## src/hdl/aapc_pkg.sv

```systemverilog
package aapc_pkg;

  // Field widths
  localparam int COORD_BITS = 10;
  localparam int FRAC_BITS  = 4;
  localparam int DIR_W      = 16;
  localparam int LEN_W      = 15;
  localparam int THICK_W    = 6;
  localparam int FLOW_W     = 2;
  localparam int OP_W       = 2;
  localparam int STEP_W     = 12;
  localparam int CLASS_W    = 2;
  localparam int CFG_IDX_W  = 3;
  localparam int CFG_DATA_W = 16;

  // Projection datapath
  localparam int DOWN_SHIFT = 14 - FRAC_BITS;
  localparam int HALF       = 1 << (DOWN_SHIFT - 1);
  localparam int DIFF_W     = COORD_BITS + 1;
  localparam int PROD_W     = DIFF_W + DIR_W;
  localparam int T_W        = PROD_W + 2 - DOWN_SHIFT;
  localparam int CMP_W      = ((T_W > LEN_W + 1) ? T_W : LEN_W + 1) + 1;
  localparam int X_W        = CMP_W + 5;

  // Arrow geometry, in 2^-FRAC_BITS pixel
  localparam int ONE_PX      = 1 << FRAC_BITS;
  localparam int HEAD_LEN_PX = 14;
  localparam int HEAD_HALF   = 9;
  localparam int HEAD_LEN    = HEAD_LEN_PX * ONE_PX;
  localparam int BAND_LEN    = 10 * ONE_PX;
  localparam int PERIOD      = 26 * ONE_PX;
  localparam int PH_W        = $clog2(PERIOD);

  // Band position modulo PERIOD by reciprocal multiply
  localparam int U_W      = LEN_W + 1;
  localparam int RECIP_SH = U_W + PH_W;
  localparam longint RECIP = ((longint'(1) << RECIP_SH) + PERIOD - 1) / PERIOD;
  localparam int Q_W      = U_W - PH_W + 1;
  localparam int QP_W     = RECIP_SH + Q_W;

  // Phase step modulo PERIOD
  localparam int STEP_SH = STEP_W + PH_W;
  localparam longint STEP_RECIP = ((longint'(1) << STEP_SH) + PERIOD - 1) / PERIOD;
  localparam int SQ_W    = (STEP_W >= PH_W) ? STEP_W - PH_W + 1 : 1;
  localparam int SP_W    = STEP_SH + SQ_W;

  // Operations
  localparam logic [OP_W-1:0] OP_CLASSIFY = 2'd0;
  localparam logic [OP_W-1:0] OP_TICK     = 2'd1;
  localparam logic [OP_W-1:0] OP_RESTART  = 2'd2;

  // Flow modes
  localparam logic [FLOW_W-1:0] FLOW_OFF      = 2'd0;
  localparam logic [FLOW_W-1:0] FLOW_FORWARD  = 2'd1;
  localparam logic [FLOW_W-1:0] FLOW_BACKWARD = 2'd2;

  // Pixel classes
  localparam logic [CLASS_W-1:0] PC_BACKGROUND = 2'd0;
  localparam logic [CLASS_W-1:0] PC_SHAFT      = 2'd1;
  localparam logic [CLASS_W-1:0] PC_HIGHLIGHT  = 2'd2;

  // Register indexes
  localparam logic [CFG_IDX_W-1:0] CFG_ORIGIN_X   = 3'd0;
  localparam logic [CFG_IDX_W-1:0] CFG_ORIGIN_Y   = 3'd1;
  localparam logic [CFG_IDX_W-1:0] CFG_DIR_X      = 3'd2;
  localparam logic [CFG_IDX_W-1:0] CFG_DIR_Y      = 3'd3;
  localparam logic [CFG_IDX_W-1:0] CFG_LENGTH     = 3'd4;
  localparam logic [CFG_IDX_W-1:0] CFG_THICKNESS  = 3'd5;
  localparam logic [CFG_IDX_W-1:0] CFG_FLOW_MODE  = 3'd6;

  typedef struct packed {
    logic [COORD_BITS-1:0]   origin_x;
    logic [COORD_BITS-1:0]   origin_y;
    logic signed [DIR_W-1:0] dir_x;
    logic signed [DIR_W-1:0] dir_y;
    logic [LEN_W-1:0]        len;
    logic [THICK_W-1:0]      thick;
    logic [FLOW_W-1:0]       flow;
  } cfg_t;

  localparam cfg_t CFG_RESET = '{
    origin_x: '0,
    origin_y: '0,
    dir_x:    16'sd16384,
    dir_y:    '0,
    len:      15'd16,
    thick:    '0,
    flow:     FLOW_OFF
  };

  typedef struct packed {
    logic signed [PROD_W-1:0] xx;
    logic signed [PROD_W-1:0] yy;
    logic signed [PROD_W-1:0] yx;
    logic signed [PROD_W-1:0] xy;
  } prod_t;

  typedef struct packed {
    logic tick;
    logic clear;
  } phase_cmd_t;

  typedef struct packed {
    logic load_d;
    logic load_e;
  } shade_en_t;

endpackage

```

## src/hdl/aapc_project.sv

```systemverilog
module aapc_project (
  input  logic                           clk,
  input  logic                           load,
  input  logic [aapc_pkg::COORD_BITS-1:0] pixel_x,
  input  logic [aapc_pkg::COORD_BITS-1:0] pixel_y,
  input  aapc_pkg::cfg_t                 cfg,
  output aapc_pkg::prod_t                prod
);
  import aapc_pkg::*;

  logic signed [DIFF_W-1:0] px;
  logic signed [DIFF_W-1:0] py;
  logic signed [DIR_W-1:0]  dx;
  logic signed [DIR_W-1:0]  dy;
  prod_t                    prod_next;

  always_comb begin
    px = $signed({1'b0, pixel_x}) - $signed({1'b0, cfg.origin_x});
    py = $signed({1'b0, pixel_y}) - $signed({1'b0, cfg.origin_y});
    dx = $signed(cfg.dir_x);
    dy = $signed(cfg.dir_y);
    prod_next.xx = PROD_W'(px) * PROD_W'(dx);
    prod_next.yy = PROD_W'(py) * PROD_W'(dy);
    prod_next.yx = PROD_W'(py) * PROD_W'(dx);
    prod_next.xy = PROD_W'(px) * PROD_W'(dy);
  end

  always_ff @(posedge clk) begin
    if (load) begin
      prod <= prod_next;
    end
  end

endmodule

```

## src/hdl/aapc_phase.sv

```systemverilog
module aapc_phase (
  input  logic                         clk,
  input  logic                         rst,
  input  logic                         load,
  input  logic [aapc_pkg::STEP_W-1:0]  step,
  input  aapc_pkg::phase_cmd_t         cmd,
  output logic [aapc_pkg::PH_W-1:0]    phase
);
  import aapc_pkg::*;

  logic [SP_W-1:0]   sprod;
  logic [STEP_W-1:0] step_b;
  logic [SQ_W-1:0]   qs_b;
  logic [STEP_W-1:0] step_rem;
  logic [PH_W:0]     sum;
  logic [PH_W-1:0]   phase_next;

  // quotient of step by the period, exact over the step range
  assign sprod = SP_W'(step) * SP_W'(STEP_RECIP);

  always_ff @(posedge clk) begin
    if (load) begin
      step_b <= step;
      qs_b   <= sprod[SP_W-1:STEP_SH];
    end
  end

  always_comb begin
    step_rem = step_b - STEP_W'(STEP_W'(qs_b) * STEP_W'(PERIOD));
    sum      = (PH_W+1)'(phase) + (PH_W+1)'(step_rem);
    priority if (cmd.clear) begin
      phase_next = '0;
    end else if (cmd.tick) begin
      phase_next = (sum >= (PH_W+1)'(PERIOD)) ? PH_W'(sum - (PH_W+1)'(PERIOD))
                                               : PH_W'(sum);
    end else begin
      phase_next = phase;
    end
  end

  always_ff @(posedge clk) begin
    if (rst) begin
      phase <= '0;
    end else begin
      phase <= phase_next;
    end
  end

endmodule

```

## src/hdl/aapc_locate.sv

```systemverilog
module aapc_locate (
  input  logic                           clk,
  input  logic                           load,
  input  aapc_pkg::prod_t                prod,
  input  logic [aapc_pkg::PH_W-1:0]      phase,
  output logic signed [aapc_pkg::T_W-1:0] t,
  output logic signed [aapc_pkg::T_W-1:0] s,
  output logic [aapc_pkg::PH_W-1:0]      phase_c
);
  import aapc_pkg::*;

  localparam int W_W = PROD_W + 2;

  logic signed [W_W-1:0] wt;
  logic signed [W_W-1:0] ws;

  // round to nearest, ties up: add half then floor
  always_comb begin
    wt = W_W'($signed(prod.xx)) + W_W'($signed(prod.yy)) + W_W'(HALF);
    ws = W_W'($signed(prod.yx)) - W_W'($signed(prod.xy)) + W_W'(HALF);
  end

  always_ff @(posedge clk) begin
    if (load) begin
      t       <= wt[W_W-1:DOWN_SHIFT];
      s       <= ws[W_W-1:DOWN_SHIFT];
      phase_c <= phase;
    end
  end

endmodule

```

## src/hdl/aapc_shade.sv

```systemverilog
module aapc_shade (
  input  logic                           clk,
  input  aapc_pkg::shade_en_t            en,
  input  logic signed [aapc_pkg::T_W-1:0] t,
  input  logic signed [aapc_pkg::T_W-1:0] s,
  input  logic [aapc_pkg::PH_W-1:0]      phase_c,
  input  aapc_pkg::cfg_t                 cfg,
  output logic [aapc_pkg::CLASS_W-1:0]   pixel_class_e
);
  import aapc_pkg::*;

  logic                    active;
  logic                    fwd;
  logic                    bwd;
  logic [LEN_W-1:0]        len_c;
  logic signed [X_W-1:0]   ts;
  logic signed [X_W-1:0]   sx;
  logic signed [X_W-1:0]   ax;
  logic signed [X_W-1:0]   lx;
  logic signed [X_W-1:0]   head_x;
  logic signed [X_W-1:0]   lo;
  logic signed [X_W-1:0]   hi;
  logic signed [X_W-1:0]   thick_lim;
  logic signed [X_W-1:0]   ax14;
  logic signed [X_W-1:0]   rem9_f;
  logic signed [X_W-1:0]   rem9_b;
  logic                    on_shaft;
  logic                    on_head;
  logic [LEN_W-1:0]        ft;
  logic [U_W-1:0]          u;
  logic [CLASS_W-1:0]      base;

  logic [U_W-1:0]          u_d;
  logic                    banded_d;
  logic [CLASS_W-1:0]      base_d;
  logic [QP_W-1:0]         qprod;

  logic [U_W-1:0]          u_e;
  logic [Q_W-1:0]          q_e;
  logic                    banded_e;
  logic [CLASS_W-1:0]      base_e;
  logic [U_W-1:0]          r;

  always_comb begin
    fwd    = (cfg.flow == FLOW_FORWARD);
    bwd    = (cfg.flow == FLOW_BACKWARD);
    active = fwd || bwd;
    len_c  = (cfg.len < LEN_W'(ONE_PX)) ? LEN_W'(ONE_PX) : cfg.len;

    ts        = X_W'(t);
    sx        = X_W'(s);
    ax        = sx[X_W-1] ? -sx : sx;
    lx        = X_W'(len_c);
    head_x    = X_W'(HEAD_LEN);
    lo        = bwd ? head_x : '0;
    hi        = fwd ? lx - head_x : lx;
    thick_lim = X_W'(cfg.thick) <<< FRAC_BITS;

    on_shaft = (ts >= lo) && (ts <= hi) && ((ax <<< 1) <= thick_lim);

    // head triangle narrows linearly to the tip
    ax14   = X_W'(HEAD_LEN_PX) * ax;
    rem9_f = X_W'(HEAD_HALF) * (lx - ts);
    rem9_b = X_W'(HEAD_HALF) * ts;
    on_head = (fwd && (ts >= lx - head_x) && (ts <= lx) && (ax14 <= rem9_f)) ||
              (bwd && (ts >= '0) && (ts <= head_x) && (ax14 <= rem9_b));

    // distance along the flow; only meaningful on the shaft
    ft = fwd ? t[LEN_W-1:0] : len_c - t[LEN_W-1:0];
    u  = U_W'(ft) + U_W'(PERIOD) - U_W'(phase_c);

    priority if (on_head) begin
      base = PC_HIGHLIGHT;
    end else if (on_shaft) begin
      base = PC_SHAFT;
    end else begin
      base = PC_BACKGROUND;
    end
  end

  always_ff @(posedge clk) begin
    if (en.load_d) begin
      u_d      <= u;
      banded_d <= !on_head && on_shaft && active;
      base_d   <= base;
    end
  end

  assign qprod = QP_W'(u_d) * QP_W'(RECIP);

  always_ff @(posedge clk) begin
    if (en.load_e) begin
      u_e      <= u_d;
      q_e      <= qprod[QP_W-1:RECIP_SH];
      banded_e <= banded_d;
      base_e   <= base_d;
    end
  end

  always_comb begin
    r = u_e - U_W'(U_W'(q_e) * U_W'(PERIOD));
    pixel_class_e = (banded_e && (r < U_W'(BAND_LEN))) ? PC_HIGHLIGHT : base_e;
  end

endmodule

```

## src/hdl/animated_arrow_pixel_classifier.sv

```systemverilog
// Pipeline: a classify request passes registers A, B, C, D, E and O before its
//   pixel_class appears; tick, restart and unused operations give no result.
// Throughput: one request per cycle; stages hold only while the result is stalled.
// Reset (rst, synchronous, active high) empties the pipeline, clears the chevron
//   phase and returns every configuration register to its reset value.
module animated_arrow_pixel_classifier (
  input  logic                             clk,
  input  logic                             rst,
  input  logic                             cfg_write,
  input  logic [aapc_pkg::CFG_IDX_W-1:0]   cfg_index,
  input  logic [aapc_pkg::CFG_DATA_W-1:0]  cfg_data,
  input  logic                             req_valid,
  output logic                             req_stall,
  input  logic [aapc_pkg::OP_W-1:0]        operation,
  input  logic [aapc_pkg::COORD_BITS-1:0]  pixel_x,
  input  logic [aapc_pkg::COORD_BITS-1:0]  pixel_y,
  input  logic [aapc_pkg::STEP_W-1:0]      phase_step,
  output logic                             result_valid,
  input  logic                             result_stall,
  output logic [aapc_pkg::CLASS_W-1:0]     pixel_class
);
  import aapc_pkg::*;

  // Pipeline:
  //   A  request register
  //   B  four axis/normal products; step quotient for the phase
  //   C  rounded t and s, phase snapshot (ticks and restarts retire at B)
  //   D  head/shaft tests, band position offset
  //   E  quotient of band position by the chevron period
  //   O  result register

  cfg_t                cfg;
  logic                active;

  logic                v_a, v_b, v_c, v_d, v_e;
  logic [OP_W-1:0]     op_a, op_b;
  logic [COORD_BITS-1:0] px_a, py_a;
  logic [STEP_W-1:0]   step_a;

  logic rdy_o, rdy_e, rdy_d, rdy_c, rdy_b, rdy_a;
  logic move_e, move_d, move_c, move_b, adv_b, adv_a, accept;

  prod_t               prod;
  phase_cmd_t          phase_cmd;
  logic [PH_W-1:0]     phase;
  logic signed [T_W-1:0] t_c, s_c;
  logic [PH_W-1:0]     phase_c;
  shade_en_t           shade_en;
  logic [CLASS_W-1:0]  pixel_class_e;

  // Configuration registers; the user must write them only while idle, the block does not enforce it.
  always_ff @(posedge clk) begin
    if (rst) begin
      cfg <= CFG_RESET;
    end else if (cfg_write) begin
      unique case (cfg_index)
        CFG_ORIGIN_X:  cfg.origin_x <= cfg_data[COORD_BITS-1:0];
        CFG_ORIGIN_Y:  cfg.origin_y <= cfg_data[COORD_BITS-1:0];
        CFG_DIR_X:     cfg.dir_x    <= $signed(cfg_data[DIR_W-1:0]);
        CFG_DIR_Y:     cfg.dir_y    <= $signed(cfg_data[DIR_W-1:0]);
        CFG_LENGTH:    cfg.len      <= cfg_data[LEN_W-1:0];
        CFG_THICKNESS: cfg.thick    <= cfg_data[THICK_W-1:0];
        CFG_FLOW_MODE: cfg.flow     <= cfg_data[FLOW_W-1:0];
        default: ;
      endcase
    end
  end

  assign active = (cfg.flow == FLOW_FORWARD) || (cfg.flow == FLOW_BACKWARD);

  // Backpressure: each stage moves when the next one is empty or moving.
  // Only classify requests travel past B, so ticks never wait on the output.
  always_comb begin
    rdy_o  = !result_valid || !result_stall;
    move_e = v_e && rdy_o;
    rdy_e  = !v_e || rdy_o;
    move_d = v_d && rdy_e;
    rdy_d  = !v_d || rdy_e;
    move_c = v_c && rdy_d;
    rdy_c  = !v_c || rdy_d;
    adv_b  = v_b && ((op_b != OP_CLASSIFY) || rdy_c);
    move_b = adv_b && (op_b == OP_CLASSIFY);
    rdy_b  = !v_b || adv_b;
    adv_a  = v_a && rdy_b;
    rdy_a  = !v_a || adv_a;
    accept = req_valid && rdy_a;
  end

  assign req_stall = !rdy_a;

  always_ff @(posedge clk) begin
    if (rst) begin
      v_a          <= 1'b0;
      v_b          <= 1'b0;
      v_c          <= 1'b0;
      v_d          <= 1'b0;
      v_e          <= 1'b0;
      result_valid <= 1'b0;
    end else begin
      v_a          <= accept || (v_a && !adv_a);
      v_b          <= adv_a  || (v_b && !adv_b);
      v_c          <= move_b || (v_c && !move_c);
      v_d          <= move_c || (v_d && !move_d);
      v_e          <= move_d || (v_e && !move_e);
      result_valid <= move_e || (result_valid && result_stall);
    end
  end

  // Request register
  always_ff @(posedge clk) begin
    if (accept) begin
      op_a   <= operation;
      px_a   <= pixel_x;
      py_a   <= pixel_y;
      step_a <= phase_step;
    end
  end

  always_ff @(posedge clk) begin
    if (adv_a) begin
      op_b <= op_a;
    end
  end

  aapc_project u_project (
    .clk     (clk),
    .load    (adv_a),
    .pixel_x (px_a),
    .pixel_y (py_a),
    .cfg     (cfg),
    .prod    (prod)
  );

  // Phase changes as a tick or restart leaves B; a classify request in B
  // therefore sees every earlier tick and none of the later ones.
  always_comb begin
    phase_cmd.tick  = adv_b && (op_b == OP_TICK) && active;
    phase_cmd.clear = adv_b && (op_b == OP_RESTART);
  end

  aapc_phase u_phase (
    .clk   (clk),
    .rst   (rst),
    .load  (adv_a),
    .step  (step_a),
    .cmd   (phase_cmd),
    .phase (phase)
  );

  aapc_locate u_locate (
    .clk     (clk),
    .load    (move_b),
    .prod    (prod),
    .phase   (phase),
    .t       (t_c),
    .s       (s_c),
    .phase_c (phase_c)
  );

  always_comb begin
    shade_en.load_d = move_c;
    shade_en.load_e = move_d;
  end

  aapc_shade u_shade (
    .clk           (clk),
    .en            (shade_en),
    .t             (t_c),
    .s             (s_c),
    .phase_c       (phase_c),
    .cfg           (cfg),
    .pixel_class_e (pixel_class_e)
  );

  // Result register
  always_ff @(posedge clk) begin
    if (move_e) begin
      pixel_class <= pixel_class_e;
    end
  end

  // The chevron phase stays inside one period.
  a_phase_range: assert property (@(posedge clk) disable iff (rst)
    phase < PH_W'(PERIOD))
    else $error("chevron phase out of range");

  // A restart leaves the phase at zero.
  a_restart_clears: assert property (@(posedge clk) disable iff (rst)
    phase_cmd.clear |=> (phase == '0))
    else $error("restart did not clear phase");

  // A tick with the flow off does not move the phase.
  a_tick_off_holds: assert property (@(posedge clk) disable iff (rst)
    (adv_b && (op_b == OP_TICK) && !active) |=> $stable(phase))
    else $error("phase moved on tick while flow is off");

  // Only classify requests reach stage C.
  a_c_is_classify: assert property (@(posedge clk) disable iff (rst)
    (v_b && (op_b != OP_CLASSIFY)) |=> !(v_c && !$past(v_c)))
    else $error("non-classify request entered stage C");

endmodule

```

## config.mk

```make
export PLATFORM = sky130hd
export DESIGN_NAME = animated_arrow_pixel_classifier
export DESIGN_NICKNAME = d
export VERILOG_FILES = /design/src/hdl/aapc_pkg.sv /design/src/hdl/aapc_project.sv /design/src/hdl/aapc_phase.sv /design/src/hdl/aapc_locate.sv /design/src/hdl/aapc_shade.sv /design/src/hdl/animated_arrow_pixel_classifier.sv
export SDC_FILE = /design/constraint.sdc
export NUM_CORES = 2
export LEC_CHECK = 0
export BUFFER_PORTS_ARGS = -buffer_cell sky130_fd_sc_hd__buf_2
export CAP_MARGIN = 20
export CORE_MARGIN = 10
export CORE_UTILIZATION = 30
export DETAILED_ROUTE_END_ITERATION = 7
export SLEW_MARGIN = 25
export SYNTH_ARGS = -nofsm -noshare
export SYNTH_HDL_FRONTEND = slang
export SYNTH_SLANG_ARGS = --single-unit
```

## constraint.sdc

```tcl
create_clock -name clk -period 11.1 [get_ports clk]
set_input_delay 2.22 -clock clk [delete_from_list [all_inputs] [get_ports clk]]
set_output_delay 2.22 -clock clk [all_outputs]
set_load 0.01 [all_outputs]
```

==> impl_metrics.tcl <==
set metrics [dict create \
    placementRows 158 \
    slew_headroom_pct 32.6 \
    overflow 0 \
    syn_inst 5952 \
    vias 39917 \
    final_util_pct 32.8 \
    fin_nets 7596 \
    grt_use_total_pct 13.5 \
    worst-path-buf-inv 3 \
    maxCapViolCount 0 \
    path_max_fanout 17 \
    async_flop_share_pct 0 \
    whs_ns 0.416 \
    switchingPower_uw 2950 \
    synth_cell_types 92 \
    insertion_delay_ns 0.63 \
    slowest_stage "o41ai_1" \
    initial_core_util_pct 30.2 \
    final.setup.worst_slack_ns 2.32 \
    layoutNonFillerInstCount 8457 \
    dp_hpwl_um 110000 \
    max-clock-path-buffers 3 \
    grt_max_degree 125 \
    die_x_um 452 \
    cts.htree.levels 2 \
    first_pass_iters 5 \
    dp_cells 8376 \
    clock_power_share_pct 20.4 \
    clock-sinks 338 \
    pin_count 62 \
    p_seq_share_pct 23.2 \
    wl_per_cell_um 16.2 \
    antenna_found_initial 5 \
    place_congestion 0.856 \
    crit_family "compound AO/OA/AOI/OAI gates" \
    initialDrtViolationCount 2247 \
    crit_required_ns 11.47 \
    drive_above_1_share_pct 4.45 \
    drt-total-wl_um 137000 \
    p_sw_share_pct 42.3 \
    crit_arrival_ns 9.15 \
    first_global_vias 41783 \
    io_buffers 61 \
    power_density_nw_per_um2 115 \
    synthToLayoutAreaGrowth_pct 8.56 \
    grt_setup_unrepaired "no" \
    fin_tns_setup_ns 0 \
    p_comb_share_pct 56.3 \
    setup_viol 0 \
    status "complete, no violations" \
    cpMostUsedCell "fa_1" \
    pre_cts_slack_ns 2.08 \
    ctsHoldBuffers 0 \
    worstHoldPathType "flip-flop to flip-flop" \
    dieArea_sq_um 205000 \
    vias_per_cell 4.72 \
    maxSlewViolCount 0 \
    synth_area_sq_um 56000 \
    worstSetupPathType "flip-flop to flip-flop" \
    max_stage_delay_ns 0.62 \
    synth-edff-count 248 \
    core_sq_um 186000 \
    period_share_pct 79.1 \
    crit_path_end_kind "flip-flop" \
    ys_seq_area_share_pct 16.5 \
    leakage_uw 0.0278 \
    worstMarginPinSlew_ns 1.01 \
    grt_pass1_wl_um 224000 \
    cts_tree "built" \
    synth-seq-cells 338 \
    timing.fmax_mhz 114 \
    ys.flop_type "edfxtp_1" \
    finClkSkew_ns 0.0372 \
    fillers 18978 \
    path_clk_slew_ns 0.06 \
    hold_violations 0 \
    cts-resized-gates 0 \
    cts_root_buffer "clkbuf_16" \
    vdd_drop_max_mv 0.101 \
    fp.dieH_um 452 \
    drc_errors 0 \
    fin_crit_ns 8.78 \
    cts_buffers 43 \
    p_int_uw 4030 \
    avgSynthCellArea_sq_um 9.42 \
    postRouteAntennaNets 0 \
    post_cts_buffers 0 \
    cp-start-kind "flip-flop" \
    synth_warnings 0 \
]
## power by group through the flow
| stage | registers (uW) | clock network (uW) | logic (uW) |
|---|---|---|---|
| 2_1_floorplan | 1610 | 0 | 3000 |
| 3_3_place_gp | 1650 | 0 | 3830 |
| 3_5_place_dp | 1650 | 0 | 3940 |
| 4_1_cts | 1630 | 1480 | 3970 |
| 5_1_grt | 1630 | 1510 | 4510 |
| 6_report | 1620 | 1430 | 3940 |
## cell usage after synthesis, types with 29 or more instances
cell type | count | share of area, %
o21a_1 | 38 | 0.51
xor2_1 | 86 | 1.3
dfxtp_1 | 90 | 3.2
and2_1 | 298 | 3.3
and3_1 | 29 | 0.32
o21ai_0 | 124 | 1.1
o21bai_1 | 35 | 0.47
nand3_1 | 74 | 0.66
nor2_1 | 197 | 1.3
ha_1 | 799 | 18
clkbuf_1 | 179 | 1.2
fa_1 | 798 | 29
nor2b_1 | 105 | 1.2
a21oi_1 | 285 | 2.5
nand2b_1 | 98 | 1.1
xnor2_1 | 241 | 3.8
inv_1 | 1148 | 7.7
edfxtp_1 | 248 | 13
nor3_1 | 71 | 0.63
nand2_1 | 579 | 3.9
a21o_1 | 90 | 1.2
## layout by cell type, fill, tap and decap left out, drive strengths merged, types with 40 or more instances in the layout
| cell | count |
|---|---|
| a21oi | 286 |
| nor2 | 197 |
| o21a | 40 |
| nor2b | 105 |
| inv | 1152 |
| nor3 | 71 |
| clkbuf | 60 |
| buf | 118 |
| dfxtp | 90 |
| ha | 799 |
| nand3 | 75 |
| and2 | 298 |
| nand2 | 579 |
| fa | 798 |
| o21ai | 126 |
| edfxtp | 248 |
| xnor2 | 241 |
| xor2 | 86 |
| a21o | 90 |
| nand2b | 98 |
## sequential cells by signal (all words and copies together), names as in the netlist, 4 cells and up
register,count
u_locate.phase_c,9
u_locate.s,19
u_shade.u_e,11
u_shade.q_e,8
u_phase.phase,9
u_shade.u_d,16
px_a,10
u_phase.qs_b,4
py_a,10
u_project.prod,108
u_phase.step_b,10
step_a,12
u_locate.t,19
cfg,75
## worst paths after layout
| kind | startpoint | endpoint | slack [ns] | cells after the start |
|---|---|---|---|---|
| max reg2reg | py_a[0] | u_project.prod[79] | 2.32 | 30 |
| min | u_shade.banded_d | u_shade.banded_e | 0.42 | 0 |
| min reg2reg | u_shade.banded_d | u_shade.banded_e | 0.42 | 0 |
| max | py_a[0] | u_project.prod[79] | 2.32 | 30 |
## stage by stage
step | instance area [sq um] | power, uW
after floorplan | 56100 | 4610
after CTS | 60800 | 7080
after global placement | 59400 | 5490
final | 60800 | 6990
after global routing | 60800 | 7650
after detailed placement | 59400 | 5590
## cell type report
cell class	count	area, sq um	area share (%)
tap	2480	3100	5.10
antenna	2	5.00	0.00823
timing repair buffer	118	748	1.23
clock inverter	19	184	0.302
multi-input combinational	4291	42000	69.0
sequential	338	9260	15.2
clock buffer	60	1230	2.03
inverter	1149	4310	7.09
## per-layer routing
layer,GRT usage [%],wire (um),up-vias
met3,1.75,7090,202
met1,17.6,60000,19837
met4,4.24,4540,2
met2,23.2,65600,865
li1,-,-,19011
met5,0,13,-
## cell families after synthesis
kind of cell | after synthesis | synth area share [%]
compound gates | 752 | 8.51
xor+xnor | 328 | 5.15
fa+ha+maj | 1597 | 46.3
buf+inv | 1335 | 8.95
flops | 338 | 16.5
mux | 30 | 0.565
other cells | 2 | 0.0134
simple gates | 1570 | 14.0
(Power assumes the default switching activity.)
